**src/hw/rtl/fe_pkg.sv**
```systemverilog
package fe_pkg;

  // Single-precision constants
  localparam logic [31:0] FE_INV_LN2  = 32'h3FB8AA3B;
  localparam logic [31:0] FE_LN2      = 32'h3F317218;
  localparam logic [31:0] FE_NEG_LN2  = 32'hBF317218;
  localparam logic [31:0] FE_HALF_LN2 = 32'h3EB17218;
  localparam logic [31:0] FE_HALF     = 32'h3F000000;
  localparam logic [31:0] FE_NEG_HALF = 32'hBF000000;
  localparam logic [31:0] FE_ONE      = 32'h3F800000;
  localparam logic [31:0] FE_C7       = 32'h39500D01;  // 1/5040
  localparam logic [31:0] FE_C6       = 32'h3AB60B61;  // 1/720
  localparam logic [31:0] FE_MAX      = 32'h7F7FFFFF;
  localparam logic [31:0] FE_QNAN     = 32'h7FC00000;
  localparam logic [30:0] FE_LOW_MAG  = 31'h42CE0000;  // 103.0
  localparam logic [30:0] FE_HIGH_MAG = 31'h42B00000;  // 88.0

  // Horner coefficients after the 1/720 step: 1/120, 1/24, 1/6, 1/2
  localparam logic [31:0] FE_HCOEF [4] = '{32'h3C088889, 32'h3D2AAAAB,
                                           32'h3E2AAAAB, 32'h3F000000};

  // Control carried alongside each request
  typedef struct packed {
    logic        valid;
    logic        spec;
    logic [31:0] spec_bits;
  } fe_side_t;

  // Normalize and round to nearest even; value is p * 2^(e - 127 - 46)
  function automatic logic [31:0] fe_round_pack(input logic s, input logic signed [10:0] e,
                                                input logic [47:0] p);
    logic [5:0]         lz;
    logic               found;
    logic signed [10:0] er;
    logic [47:0]        pn;
    logic [47:0]        ps;
    logic [47:0]        mask;
    logic [5:0]         sh;
    logic               lost;
    logic               st;
    logic               inc;
    logic [7:0]         ef;
    logic [30:0]        body;
    lz    = '0;
    found = 1'b0;
    for (int i = 47; i >= 0; i--) begin
      if (!found && p[i]) begin
        lz    = 6'(47 - i);
        found = 1'b1;
      end
    end
    er = e + 11'sd1 - $signed({5'b00000, lz});
    pn = p << lz;
    sh = '0;
    if (er < 11'sd1) begin
      if (er < -11'sd46) sh = 6'd47;
      else sh = 6'(11'sd1 - er);
    end
    mask = ~({48{1'b1}} << sh);
    lost = |(pn & mask);
    ps   = pn >> sh;
    st   = lost | (|ps[22:0]);
    inc  = ps[23] & (st | ps[24]);
    ef   = (er < 11'sd1) ? 8'd0 : er[7:0];
    body = {ef, ps[46:24]} + 31'(inc);
    return {s, body};
  endfunction

  function automatic logic [31:0] fe_mul(input logic [31:0] a, input logic [31:0] b);
    logic [7:0]         ea;
    logic [7:0]         eb;
    logic [23:0]        ma;
    logic [23:0]        mb;
    logic [47:0]        p;
    logic signed [10:0] e;
    logic               s;
    logic [31:0]        res;
    s  = a[31] ^ b[31];
    ea = (a[30:23] == 8'd0) ? 8'd1 : a[30:23];
    eb = (b[30:23] == 8'd0) ? 8'd1 : b[30:23];
    ma = {|a[30:23], a[22:0]};
    mb = {|b[30:23], b[22:0]};
    p  = ma * mb;
    e  = $signed({3'b000, ea}) + $signed({3'b000, eb}) - 11'sd127;
    if (p == 48'd0) res = {s, 31'd0};
    else res = fe_round_pack(s, e, p);
    return res;
  endfunction

  function automatic logic [31:0] fe_add(input logic [31:0] a, input logic [31:0] b);
    logic [31:0] x;
    logic [31:0] y;
    logic [7:0]  ex;
    logic [7:0]  ey;
    logic [7:0]  d;
    logic [23:0] mx;
    logic [23:0] my;
    logic [27:0] ax;
    logic [27:0] ay;
    logic [27:0] ys;
    logic [27:0] mask;
    logic        lost;
    logic [27:0] sum;
    logic [31:0] res;
    if (a[30:0] < b[30:0]) begin
      x = b;
      y = a;
    end else begin
      x = a;
      y = b;
    end
    ex   = (x[30:23] == 8'd0) ? 8'd1 : x[30:23];
    ey   = (y[30:23] == 8'd0) ? 8'd1 : y[30:23];
    mx   = {|x[30:23], x[22:0]};
    my   = {|y[30:23], y[22:0]};
    d    = ex - ey;
    ax   = {1'b0, mx, 3'b000};
    ay   = {1'b0, my, 3'b000};
    mask = ~({28{1'b1}} << d);
    lost = |(ay & mask);
    ys   = (ay >> d) | {27'd0, lost};
    sum  = (x[31] == y[31]) ? ax + ys : ax - ys;
    if (sum == 28'd0) res = {x[31] & y[31], 31'd0};
    else res = fe_round_pack(x[31], $signed({3'b000, ex}), {sum, 20'd0});
    return res;
  endfunction

  // Truncate toward zero; magnitude stays below 150
  function automatic logic signed [8:0] fe_trunc(input logic [31:0] v);
    logic [7:0]        e;
    logic [23:0]       m;
    logic [7:0]        mag;
    logic signed [8:0] n;
    e = v[30:23];
    m = {1'b1, v[22:0]};
    if (e < 8'd127) mag = '0;
    else mag = 8'(m >> (8'd150 - e));
    n = v[31] ? -$signed({1'b0, mag}) : $signed({1'b0, mag});
    return n;
  endfunction

  function automatic logic [31:0] fe_i2f(input logic signed [8:0] n);
    logic [8:0]  mag;
    logic [31:0] res;
    mag = n[8] ? 9'(-n) : 9'(n);
    if (mag == 9'd0) res = '0;
    else res = fe_round_pack(n[8], 11'sd173, {39'd0, mag});
    return res;
  endfunction

  function automatic logic [31:0] fe_scale(input logic signed [8:0] n);
    logic [31:0] res;
    logic [8:0]  eb;
    eb = 9'(n + 9'sd127);
    if (n < -9'sd126) res = '0;
    else res = {1'b0, eb[7:0], 23'd0};
    return res;
  endfunction

endpackage

```
**src/hw/rtl/fe_reduce.sv**
```systemverilog
module fe_reduce import fe_pkg::*; (
  input  logic              clk_i,
  input  logic              rst_ni,
  input  logic              en_i,
  input  fe_side_t          side_i,
  input  logic [31:0]       x_i,
  output fe_side_t          side_o,
  output logic signed [8:0] n_o,
  output logic [31:0]       r_o
);

  fe_side_t          side1_q, side2_q, side3_q, side4_q, side5_q, side6_q;
  logic [31:0]       x1_q, x2_q, x3_q, x4_q;
  logic [31:0]       sc1_q, rnd2_q, nf3_q, nl4_q, r5_q, r6_q;
  logic signed [8:0] n3_q, n4_q, n5_q, n6_q;
  logic signed [8:0] n3_d;
  logic              gt5, lt5;
  logic [31:0]       radj5;

  assign n3_d  = fe_trunc(rnd2_q);
  assign gt5   = !r5_q[31] && (r5_q[30:0] > FE_HALF_LN2[30:0]);
  assign lt5   = r5_q[31] && (r5_q[30:0] > FE_HALF_LN2[30:0]);
  assign radj5 = fe_add(r5_q, gt5 ? FE_NEG_LN2 : FE_LN2);

  always_ff @(posedge clk_i or negedge rst_ni) begin
    if (!rst_ni) begin
      side1_q <= '0;
      side2_q <= '0;
      side3_q <= '0;
      side4_q <= '0;
      side5_q <= '0;
      side6_q <= '0;
    end else if (en_i) begin
      side1_q <= side_i;
      side2_q <= side1_q;
      side3_q <= side2_q;
      side4_q <= side3_q;
      side5_q <= side4_q;
      side6_q <= side5_q;
    end
  end

  always_ff @(posedge clk_i) begin
    if (en_i) begin
      x1_q   <= x_i;
      sc1_q  <= fe_mul(x_i, FE_INV_LN2);
      x2_q   <= x1_q;
      rnd2_q <= fe_add(sc1_q, (sc1_q[31] && (sc1_q[30:0] != 31'd0)) ? FE_NEG_HALF : FE_HALF);
      x3_q   <= x2_q;
      n3_q   <= n3_d;
      nf3_q  <= fe_i2f(n3_d);
      x4_q   <= x3_q;
      n4_q   <= n3_q;
      nl4_q  <= fe_mul(nf3_q, FE_LN2);
      n5_q   <= n4_q;
      r5_q   <= fe_add(x4_q, {~nl4_q[31], nl4_q[30:0]});
      // pull the remainder back within half a step of ln2
      n6_q   <= gt5 ? n5_q + 9'sd1 : (lt5 ? n5_q - 9'sd1 : n5_q);
      r6_q   <= (gt5 || lt5) ? radj5 : r5_q;
    end
  end

  assign side_o = side6_q;
  assign n_o    = n6_q;
  assign r_o    = r6_q;

endmodule

```
**config.mk**
```make
export PLATFORM = sky130hd
export DESIGN_NAME = fe_reduce
export DESIGN_NICKNAME = d
export VERILOG_FILES = /design/src/hw/rtl/fe_pkg.sv /design/src/hw/rtl/fe_reduce.sv
export SDC_FILE = /design/constraint.sdc
export NUM_CORES = 2
export LEC_CHECK = 0
export ABC_AREA = 1
export ABC_CLOCK_PERIOD_IN_PS = 39200
export CAP_MARGIN = 10
export CORE_ASPECT_RATIO = 2
export CORE_MARGIN = 1
export CORE_UTILIZATION = 50
export CTS_BUF_LIST = sky130_fd_sc_hd__clkbuf_8
export CTS_CLUSTER_DIAMETER = 150
export DETAILED_ROUTE_END_ITERATION = 8
export DONT_BUFFER_PORTS = 1
export HOLD_SLACK_MARGIN = 0.03
export PLACE_DENSITY = 0.69
export SLEW_MARGIN = 10
export SYNTH_ARGS = -nofsm -noshare
export SYNTH_HDL_FRONTEND = slang
export SYNTH_SLANG_ARGS = --single-unit
```
**constraint.sdc**
```tcl
create_clock -name clk_i -period 39.2 [get_ports clk_i]
set_clock_uncertainty 0.2 [all_clocks]
set_input_delay 3.92 -clock clk_i [delete_from_list [all_inputs] [get_ports clk_i]]
set_output_delay 3.92 -clock clk_i [all_outputs]
set_load 0.02 [all_outputs]
```
==> metrics.csv <==
metric;value;unit
Seq/Total Area, Yosys;16.8;%
endpoint class of the critical path;register;
largest cells by area after synthesis;nand2_1 (14%), nand3_1 (14%), edfxtp_1 (11%);
Clk pin slew, worst setup/hold paths;0.07;ns
Hold Violations, Final;0;
CP Class;reg2reg;
hpwl dp;312000;µm
Main synth FF type;edfxtp_1;
IO buf count;0;
CP max stage cell;o21ai_0;
highest-count cells in the layout ignoring fill and taps;nand2_1 (3615), nand3_1 (2591), inv_1 (2027);
latest clock arrival within the worst-skew pair;0.82;ns
CP most frequent cell;nand2_1;
area of the die;189000;µm²
Area growth syn-to-layout;3.79;%
Placer Congestion;1.06;
Final min period;20.23;ns
Post-synth EDFFs;355;
syn_area_per_cell;6.34;µm²
DR vias;102000;
Slew HR;8.89;%
post-synthesis register bit count;559;
Final ANT Viol Nets;0;
PostCTS Resize Cnt;0;
global route overflow;0;
nets;15700;
drt pass-1 iters;7;
Pins Over Slew Limit;0;
I/O pin total;144;
# rows;224;
CP arrival;20.58;ns
top-area cell type share of the netlist area;14.5;%
max-cap violations;0;
Post-synth ARST share;36.5;%
GRT Total Usage;40.8;%
Hold Path Class;reg2reg;
CTS tree;yes;
Fill cells;19900;
core box area;186000;µm²
Worst path max stage delay;0.79;ns
fraction of layout cells with a size suffix above 1;4.85;%
maximum number of pins on one net before global-route repair;764;
first-pass GRT wire length;588000;µm
initial antenna violation count;35;
DR iter-0 viols;8594;
Worst EP required;39.55;ns
commonest non-fill, non-tap cell in the layout;nand2_1;
Vias/cell;6.01;
status;finished, final reports clean;
crit path launch type;register;
Root Driver;clkbuf_8;
# DRC;0;
die width;308;µm
cts hold-fix bufs;0;
Die H;614;µm
Final Cycle Share;51.6;%
Avg WL per Cell;23.0;µm
Clock Tree Buf Depth;3;
Initial Util;50.4;%
final setup vio count;0;
Fmax;49.4;MHz
number of synthesis warnings;0;
clk sink count;559;
worst-path fanout max;35;
vias in the first global route;102000;
largest area contributor in the netlist;nand2_1;
post-synthesis cell type count;95;
post-CTS setup buffer count;0;
Synth Instances;14800;
worst-margin pin slew;1.35;ns
Final TNS setup;0;ns
Post-Route WL;391000;µm
H-tree levels;3;
total CTS buffers;84;
RSZ-0062 raised after global routing;no;
mapped cell area;93700;µm²
kinds of logic (layout without fill, tap and decap cells):
logic type / after synthesis / count (layout) / synth area share (%)
adders and majority gates: 1151 / 1151 / 18.4
and+or+nand+nor: 8442 / 8442 / 40.4
other: 2 / 40 / 0.00801
xor gates and xnor gates: 252 / 252 / 2.44
buffers and inverters: 2645 / 2372 / 11.1
DFF: 559 / 559 / 16.8
muxes: 6 / 6 / 0.0641
AOI/OAI and AO/OA: 1737 / 1737 / 10.7
worst paths after layout:
path / start / end / slack, ns / depth (start not counted)
max in group asynchronous: rst_ni / side_o[23]$_DFFE_PN0P_ / 35.84 / 0
worst min register to register: x2_q[30]$_DFFE_PP_ / x3_q[30]$_DFFE_PP_ / 0.17 / 0
min in group asynchronous: rst_ni / side1_q[8]$_DFFE_PN0P_ / 2.61 / 0
worst max register to register: nl4_q[30]$_SDFFCE_PN0P_ / r5_q[18]$_SDFFCE_PN0P_ / 18.97 / 91
worst max-delay path: nl4_q[30]$_SDFFCE_PN0P_ / r5_q[18]$_SDFFCE_PN0P_ / 18.97 / 91
worst min-delay path: x2_q[30]$_DFFE_PP_ / x3_q[30]$_DFFE_PP_ / 0.17 / 0
worst max-delay path: cells and delay by family, from the launching register on:
| family | cells | cell delay (ns) |
|---|---|---|
| adders and majority gates | 8 | 2.52 |
| xor gates and xnor gates | 3 | 0.60 |
| and+or+nand+nor | 46 | 8.99 |
| AOI/OAI and AO/OA | 16 | 4.42 |
| buffers and inverters | 18 | 2.73 |
| DFF | 1 | 0.49 |
layer usage:
metal / vias up / track usage (%) / wire length (µm)
met5: - / 0 / 204
met4: 26 / 45.0 / 51500
met3: 2224 / 8.60 / 23700
met2: 4432 / 73.4 / 197000
met1: 47500 / 35.1 / 119000
li1: 48300 / - / -
per-stage QoR:
step | hold slack, ns | worst slack, ns | util, % | cells | cell area [µm²]
3_5_place_dp | 0.205 | 19.06 | 51.3 | 16900 | 95400
2_1_floorplan | 0.200 | 22.61 | - | 14800 | 93800
4_1_cts | 0.175 | 19.88 | 52.2 | 17000 | 97200
6_report | 0.172 | 18.97 | 52.3 | 17000 | 97300
5_1_grt | 0.184 | 17.49 | 52.3 | 17000 | 97300
3_3_place_gp | 0.201 | 19.17 | 51.3 | 16900 | 95400
Yosys cell counts (49+ instances only):
library cell / instances
nor4_1: 57
edfxtp_1: 355
nor3_1: 180
o211ai_1: 73
o21ai_0: 590
xor2_1: 177
a31oi_1: 89
nand3_1: 2592
ha_1: 766
a21oi_1: 602
nand3_2: 50
nor2_1: 1290
nand2_1: 3615
nor2_2: 72
fa_1: 385
buf_1: 60
inv_1: 2008
dfrtp_1: 204
xnor2_1: 64
buf_2: 153
nand4_1: 273
nand2_2: 68
nand3b_1: 49
clkbuf_1: 284
o21ai_1: 62
registers in the layout (all words and copies together) (netlist names):
| name | cells |
|---|---|
| side2_q | 34 |
| nf3_q | 32 |
| side_o | 34 |
| side4_q | 34 |
| rnd2_q | 32 |
| side5_q | 34 |
| x2_q | 32 |
| n5_q | 9 |
| side3_q | 34 |
| r5_q | 32 |
| n3_q | 9 |
| n4_q | 9 |
| r_o | 32 |
| x4_q | 32 |
| sc1_q | 31 |
| side1_q | 34 |
| x1_q | 32 |
| n_o | 9 |
| x3_q | 32 |
| nl4_q | 32 |
cell type report:
cell class	instances	area, µm²	area share, %
multi-input combinational	11600	67700	69.6
sequential	559	15800	16.2
inverter	2093	7860	8.08
tap	2486	3110	3.20
clock buffer	95	1310	1.34
timing repair buffer	126	1010	1.04
clock inverter	58	469	0.482
antenna	20	50.0	0.0514
Power is not shown: default switching activity piles up to over one toggle a cycle in this logic, so the estimate is an artifact.
