`config.mk`:
```
export PLATFORM = sky130hd
export DESIGN_NAME = fe_poly
export DESIGN_NICKNAME = d
export VERILOG_FILES = /design/src/hw/rtl/fe_pkg.sv /design/src/hw/rtl/fe_poly.sv
export SDC_FILE = /design/constraint.sdc
export NUM_CORES = 1
export LEC_CHECK = 0
export BUFFER_PORTS_ARGS = -buffer_cell sky130_fd_sc_hd__buf_2
export CAP_MARGIN = 20
export CORE_MARGIN = 4
export CORE_UTILIZATION = 45
export DETAILED_ROUTE_END_ITERATION = 8
export PLACE_DENSITY_LB_ADDON = 0.1
export SYNTH_ARGS = -nofsm -noshare
export SYNTH_HDL_FRONTEND = slang
export SYNTH_SLANG_ARGS = --single-unit
```
`constraint.sdc`:
```
create_clock -name clk_i -period 17 [get_ports clk_i]
set_input_delay 3.4 -clock clk_i [delete_from_list [all_inputs] [get_ports clk_i]]
set_output_delay 3.4 -clock clk_i [all_outputs]
set_load 0.05 [all_outputs]
```
`src/hw/rtl/fe_pkg.sv`:
```
package fe_pkg;

  // Single-precision constants
  localparam logic [31:0] FE_INV_LN2  = 32'h3FB8AA3B;
  localparam logic [31:0] FE_LN2      = 32'h3F317218;
  localparam logic [31:0] FE_NEG_LN2  = 32'hBF317218;
  localparam logic [31:0] FE_HALF_LN2 = 32'h3EB17218;
  localparam logic [31:0] FE_HALF     = 32'h3F000000;
  localparam logic [31:0] FE_NEG_HALF = 32'hBF000000;
  localparam logic [31:0] FE_ONE      = 32'h3F800000;
  localparam logic [31:0] FE_C7       = 32'h39500D01;  // 1/5040
  localparam logic [31:0] FE_C6       = 32'h3AB60B61;  // 1/720
  localparam logic [31:0] FE_MAX      = 32'h7F7FFFFF;
  localparam logic [31:0] FE_QNAN     = 32'h7FC00000;
  localparam logic [30:0] FE_LOW_MAG  = 31'h42CE0000;  // 103.0
  localparam logic [30:0] FE_HIGH_MAG = 31'h42B00000;  // 88.0

  // Horner coefficients after the 1/720 step: 1/120, 1/24, 1/6, 1/2
  localparam logic [31:0] FE_HCOEF [4] = '{32'h3C088889, 32'h3D2AAAAB,
                                           32'h3E2AAAAB, 32'h3F000000};

  // Control carried alongside each request
  typedef struct packed {
    logic        valid;
    logic        spec;
    logic [31:0] spec_bits;
  } fe_side_t;

  // Normalize and round to nearest even; value is p * 2^(e - 127 - 46)
  function automatic logic [31:0] fe_round_pack(input logic s, input logic signed [10:0] e,
                                                input logic [47:0] p);
    logic [5:0]         lz;
    logic               found;
    logic signed [10:0] er;
    logic [47:0]        pn;
    logic [47:0]        ps;
    logic [47:0]        mask;
    logic [5:0]         sh;
    logic               lost;
    logic               st;
    logic               inc;
    logic [7:0]         ef;
    logic [30:0]        body;
    lz    = '0;
    found = 1'b0;
    for (int i = 47; i >= 0; i--) begin
      if (!found && p[i]) begin
        lz    = 6'(47 - i);
        found = 1'b1;
      end
    end
    er = e + 11'sd1 - $signed({5'b00000, lz});
    pn = p << lz;
    sh = '0;
    if (er < 11'sd1) begin
      if (er < -11'sd46) sh = 6'd47;
      else sh = 6'(11'sd1 - er);
    end
    mask = ~({48{1'b1}} << sh);
    lost = |(pn & mask);
    ps   = pn >> sh;
    st   = lost | (|ps[22:0]);
    inc  = ps[23] & (st | ps[24]);
    ef   = (er < 11'sd1) ? 8'd0 : er[7:0];
    body = {ef, ps[46:24]} + 31'(inc);
    return {s, body};
  endfunction

  function automatic logic [31:0] fe_mul(input logic [31:0] a, input logic [31:0] b);
    logic [7:0]         ea;
    logic [7:0]         eb;
    logic [23:0]        ma;
    logic [23:0]        mb;
    logic [47:0]        p;
    logic signed [10:0] e;
    logic               s;
    logic [31:0]        res;
    s  = a[31] ^ b[31];
    ea = (a[30:23] == 8'd0) ? 8'd1 : a[30:23];
    eb = (b[30:23] == 8'd0) ? 8'd1 : b[30:23];
    ma = {|a[30:23], a[22:0]};
    mb = {|b[30:23], b[22:0]};
    p  = ma * mb;
    e  = $signed({3'b000, ea}) + $signed({3'b000, eb}) - 11'sd127;
    if (p == 48'd0) res = {s, 31'd0};
    else res = fe_round_pack(s, e, p);
    return res;
  endfunction

  function automatic logic [31:0] fe_add(input logic [31:0] a, input logic [31:0] b);
    logic [31:0] x;
    logic [31:0] y;
    logic [7:0]  ex;
    logic [7:0]  ey;
    logic [7:0]  d;
    logic [23:0] mx;
    logic [23:0] my;
    logic [27:0] ax;
    logic [27:0] ay;
    logic [27:0] ys;
    logic [27:0] mask;
    logic        lost;
    logic [27:0] sum;
    logic [31:0] res;
    if (a[30:0] < b[30:0]) begin
      x = b;
      y = a;
    end else begin
      x = a;
      y = b;
    end
    ex   = (x[30:23] == 8'd0) ? 8'd1 : x[30:23];
    ey   = (y[30:23] == 8'd0) ? 8'd1 : y[30:23];
    mx   = {|x[30:23], x[22:0]};
    my   = {|y[30:23], y[22:0]};
    d    = ex - ey;
    ax   = {1'b0, mx, 3'b000};
    ay   = {1'b0, my, 3'b000};
    mask = ~({28{1'b1}} << d);
    lost = |(ay & mask);
    ys   = (ay >> d) | {27'd0, lost};
    sum  = (x[31] == y[31]) ? ax + ys : ax - ys;
    if (sum == 28'd0) res = {x[31] & y[31], 31'd0};
    else res = fe_round_pack(x[31], $signed({3'b000, ex}), {sum, 20'd0});
    return res;
  endfunction

  // Truncate toward zero; magnitude stays below 150
  function automatic logic signed [8:0] fe_trunc(input logic [31:0] v);
    logic [7:0]        e;
    logic [23:0]       m;
    logic [7:0]        mag;
    logic signed [8:0] n;
    e = v[30:23];
    m = {1'b1, v[22:0]};
    if (e < 8'd127) mag = '0;
    else mag = 8'(m >> (8'd150 - e));
    n = v[31] ? -$signed({1'b0, mag}) : $signed({1'b0, mag});
    return n;
  endfunction

  function automatic logic [31:0] fe_i2f(input logic signed [8:0] n);
    logic [8:0]  mag;
    logic [31:0] res;
    mag = n[8] ? 9'(-n) : 9'(n);
    if (mag == 9'd0) res = '0;
    else res = fe_round_pack(n[8], 11'sd173, {39'd0, mag});
    return res;
  endfunction

  function automatic logic [31:0] fe_scale(input logic signed [8:0] n);
    logic [31:0] res;
    logic [8:0]  eb;
    eb = 9'(n + 9'sd127);
    if (n < -9'sd126) res = '0;
    else res = {1'b0, eb[7:0], 23'd0};
    return res;
  endfunction

endpackage

```
`src/hw/rtl/fe_poly.sv`:
```
module fe_poly import fe_pkg::*; (
  input  logic              clk_i,
  input  logic              rst_ni,
  input  logic              en_i,
  input  fe_side_t          side_i,
  input  logic signed [8:0] n_i,
  input  logic [31:0]       r_i,
  output fe_side_t          side_o,
  output logic signed [8:0] n_o,
  output logic [31:0]       p_o
);

  localparam int unsigned NCHAIN = 9;

  fe_side_t          sa_q;
  logic [31:0]       ra_q, pa_q, rra_q;
  logic signed [8:0] na_q;

  fe_side_t          cs_q  [NCHAIN];
  logic [31:0]       cr_q  [NCHAIN];
  logic [31:0]       cp_q  [NCHAIN];
  logic [31:0]       crr_q [NCHAIN];
  logic [31:0]       cu_q  [NCHAIN];
  logic signed [8:0] cn_q  [NCHAIN];

  fe_side_t          st_q, su_q;
  logic [31:0]       tt_q, tu_q, pu_q;
  logic signed [8:0] nt_q, nu_q;

  // first products and the 1/720 step
  always_ff @(posedge clk_i or negedge rst_ni) begin
    if (!rst_ni) begin
      sa_q    <= '0;
      cs_q[0] <= '0;
    end else if (en_i) begin
      sa_q    <= side_i;
      cs_q[0] <= sa_q;
    end
  end

  always_ff @(posedge clk_i) begin
    if (en_i) begin
      ra_q     <= r_i;
      na_q     <= n_i;
      pa_q     <= fe_mul(r_i, FE_C7);
      rra_q    <= fe_mul(r_i, r_i);
      cr_q[0]  <= ra_q;
      cn_q[0]  <= na_q;
      crr_q[0] <= rra_q;
      cp_q[0]  <= fe_add(FE_C6, pa_q);
      cu_q[0]  <= fe_add(FE_ONE, ra_q);
    end
  end

  // alternate multiply by r and add the next coefficient
  for (genvar k = 1; k < NCHAIN; k++) begin : g_chain
    always_ff @(posedge clk_i or negedge rst_ni) begin
      if (!rst_ni) begin
        cs_q[k] <= '0;
      end else if (en_i) begin
        cs_q[k] <= cs_q[k-1];
      end
    end

    always_ff @(posedge clk_i) begin
      if (en_i) begin
        cr_q[k]  <= cr_q[k-1];
        cn_q[k]  <= cn_q[k-1];
        crr_q[k] <= crr_q[k-1];
        cu_q[k]  <= cu_q[k-1];
      end
    end

    if ((k % 2) == 1) begin : g_mul
      always_ff @(posedge clk_i) begin
        if (en_i) begin
          cp_q[k] <= fe_mul(cr_q[k-1], cp_q[k-1]);
        end
      end
    end else begin : g_add
      always_ff @(posedge clk_i) begin
        if (en_i) begin
          cp_q[k] <= fe_add(FE_HCOEF[2'((k/2)-1)], cp_q[k-1]);
        end
      end
    end
  end

  always_ff @(posedge clk_i or negedge rst_ni) begin
    if (!rst_ni) begin
      st_q <= '0;
      su_q <= '0;
    end else if (en_i) begin
      st_q <= cs_q[NCHAIN-1];
      su_q <= st_q;
    end
  end

  always_ff @(posedge clk_i) begin
    if (en_i) begin
      tt_q <= fe_mul(crr_q[NCHAIN-1], cp_q[NCHAIN-1]);
      tu_q <= cu_q[NCHAIN-1];
      nt_q <= cn_q[NCHAIN-1];
      pu_q <= fe_add(tu_q, tt_q);
      nu_q <= nt_q;
    end
  end

  assign side_o = su_q;
  assign n_o    = nu_q;
  assign p_o    = pu_q;

endmodule

```
==> metrics.txt <==
post-synth top area share=0.284; Max Freq=62.9 MHz; IO Pins=153; outcome=completed; largest net degree at the start of global routing=between 150 and 200; CTS root buffer=clkbuf_16; Routed Antenna Nets=0; Pwr per Cell Area=149 mW/mm^2; relative slew slack=0.243; Slew Limit Fails=0; Critical Path End Type=flip-flop; Post-synth top flop=edfxtp_1; Hold-fix buffers, CTS=0; Vias=40350; average cell area after synthesis=~11 um^2; skew final=23.5 ps; Area contributors post-synth=edfxtp_1 (28%), dfrtp_1 (20%), mux2_2 (9.9%); drt wl/cell=~23 um; Largest stage delay, worst path=600 ps; M1 GR Usage=0.338; Max-cap violations=0; fin crit share=0.935; commonest non-fill, non-tap cell in the layout=edfxtp_1; first-pass GRT wire length=235 mm; fin crit period=15890 ps; dpl hpwl=110 mm; required time of the critical path=17390 ps; IO Port Bufs=~150; vias in the first global route=38978; area grow syn2layout=11.4%; EDFF count, synth=492; Cell variety after synth=126; total track usage=0.244; CTS resizes=0; Skew-Pair Late Insertion Delay=660 ps; die area=about 0.12 mm^2; CTS tree=done; Placed Instances=around 6300; routed vias/inst=6.19; H-Tree Depth=3; final hold vios=0; clock sink count=900; initial antenna violation count=0; core area=0.115 mm^2; Post-CTS Setup Bufs=0; nets@finish=5150; Die Wd=348 um; Synth area leader=edfxtp_1; Synth Register Bits=900; Total Routed Length=roughly 150 mm; layout cells sized above 1=0.205; CP startpoint kind=flip-flop; Pre-antenna DRT Iters=6; Worst Path Max Fanout=29; grt peak-use layer=met2; GRT overflow=0; Clock Tree Buf Depth=3; CTS clk-pin slew, worst paths=60 ps; most frequent cells in the layout=edfxtp_1 (492), mux2_2 (458), dfrtp_1 (408), nor2_1 (358), nand2_1 (342); post-route insts no fill=6519; Cell Area, Synth=roughly 0.052 mm^2; critical path arrival=between 15000 and 20000 ps; LEAKAGE=22.8 nW; setup TNS=0 ps; Mapped Cells=~4800; Starting Density=0.454; routability cong.=0.971; Hold Path Class=reg -> reg; final core utilization=0.505; num rows=124; M3 GR Usage=0.0360; slowest CP cell=a2111oi_0; M2 GR Usage=0.392; DRC=0; RSZ-0062 raised after global routing=no; Async SR Flop Fraction=0.453; Least-Margin Pin Slew=around 1100 ps; Yosys warning total=0; final setup fails=0; die height=348 um; Peak VDD IR=0.0800 mV; total CTS buffers=95; initial DRC count=around 4000; sequential element share of the synthesized area=0.481; critical path class=reg -> reg; WHS=approximately 400 ps
metrics by stage:
stage          power (mW)  setup WS [ps]  cell area (um^2)
2_1_floorplan        5.46           1470             52100
3_3_place_gp         6.56           1300             54600
3_5_place_dp         6.56           1160             54600
4_1_cts              8.65           1080             57800
5_1_grt              9.11           24.9             57900
6_report             8.64           1110             57900
cell families after synthesis:
family                     count (synthesis)  share of synthesized area
muxes                                    573                      0.127
adders and majority gates                145                     0.0356
buffers and inverters                    418                     0.0320
DFF                                      900                      0.481
and+or+nand+nor                         1395                      0.133
AOI/OAI and AO/OA                       1263                      0.175
other                                      2                   0.000145
xor gates and xnor gates                  99                     0.0170
path summary, 6_finish.rpt:
| check | slack [ps] | start | endpoint | cells after the start |
|---|---|---|---|---|
| setup / recovery | 1110 | ra_q[19]$_DFFE_PP_ | cu_q[0][29]$_SDFFCE_PN0P_ | 61 |
| hold / removal | 400 | cu_q[0][3]$_SDFFCE_PN0P_ | cu_q[1][3]$_DFFE_PP_ | 0 |
| setup reg to reg | 1110 | ra_q[19]$_DFFE_PP_ | cu_q[0][29]$_SDFFCE_PN0P_ | 61 |
| hold reg to reg | 400 | cu_q[0][3]$_SDFFCE_PN0P_ | cu_q[1][3]$_DFFE_PP_ | 0 |
| max in group asynchronous | 12690 | rst_ni | cs_q[177]$_DFFE_PN0P_ | 2 |
| min in group asynchronous | 2780 | rst_ni | side_o[11]$_DFFE_PN0P_ | 1 |
layer usage:
metal  share of wire  up-vias
li1                -    18574
met1            0.44    19797
met2            0.46     1623
met3           0.068      356
met4           0.040        0
met5               0        -
cell usage after synthesis (21+ instances only):
cell type and number:
a2111oi_0 23, a211oi_1 75, a21o_1 74, a21oi_1 259, a221oi_1 29, a22oi_1 28
a31oi_1 46, and2_1 67, and3_1 44, buf_2 30, clkbuf_1 234, dfrtp_1 408
edfxtp_1 492, ha_1 139, inv_1 124, mux2_2 458, mux2i_1 92, mux4_2 22
nand2_1 343, nand2b_1 39, nand3_1 119, nand4_1 64, nor2_1 363, nor2b_1 26
nor3_1 118, nor4_1 54, o2111ai_1 21, o211ai_1 60, o21a_1 21, o21ai_0 165
o21ai_1 24, o21bai_1 38, o221ai_1 25, o22ai_1 46, o31ai_1 31, or2_2 27
or3_1 44, xnor2_1 59, xor2_1 38
state kept, by name, indices dropped and copies added, names as in the netlist:
| signal | flops |
|---|---|
| cn_q | 81 |
| cs_q | 306 |
| cu_q | 288 |
| n_o | 9 |
| na_q | 9 |
| nt_q | 9 |
| p_o | 32 |
| ra_q | 32 |
| sa_q | 34 |
| side_o | 34 |
| st_q | 34 |
| tu_q | 32 |
power by group:
part	internal, mW	total [mW]	switching [mW]
clock network	1.19	2.03	0.841
logic	1.24	3.54	2.30
registers	2.85	3.07	0.222
total	5.28	8.64	3.36
cell type report:
cell class                 count  area, um^2
antenna                        1        2.50
clock buffer                 135        2690
clock inverter                40         467
fill                       10525       56600
inverter                     129         487
multi-input combinational   3527       25600
sequential                   900       25000
tap                         1512        1890
timing repair buffer         275        1750
worst max-delay path: cells and delay by family, from the launching register on:
family                   cells  cell delay [ps]
AND/OR/NAND/NOR             21             4720
buffers and inverters        8             1110
XOR/XNOR                     1              360
AO/OA/AOI/OAI               22             6440
multiplexers                 2              580
adder cells (fa/ha/maj)      7             1830
flip-flops                   1              530
Note: power is estimated with default switching activity, not from simulation.
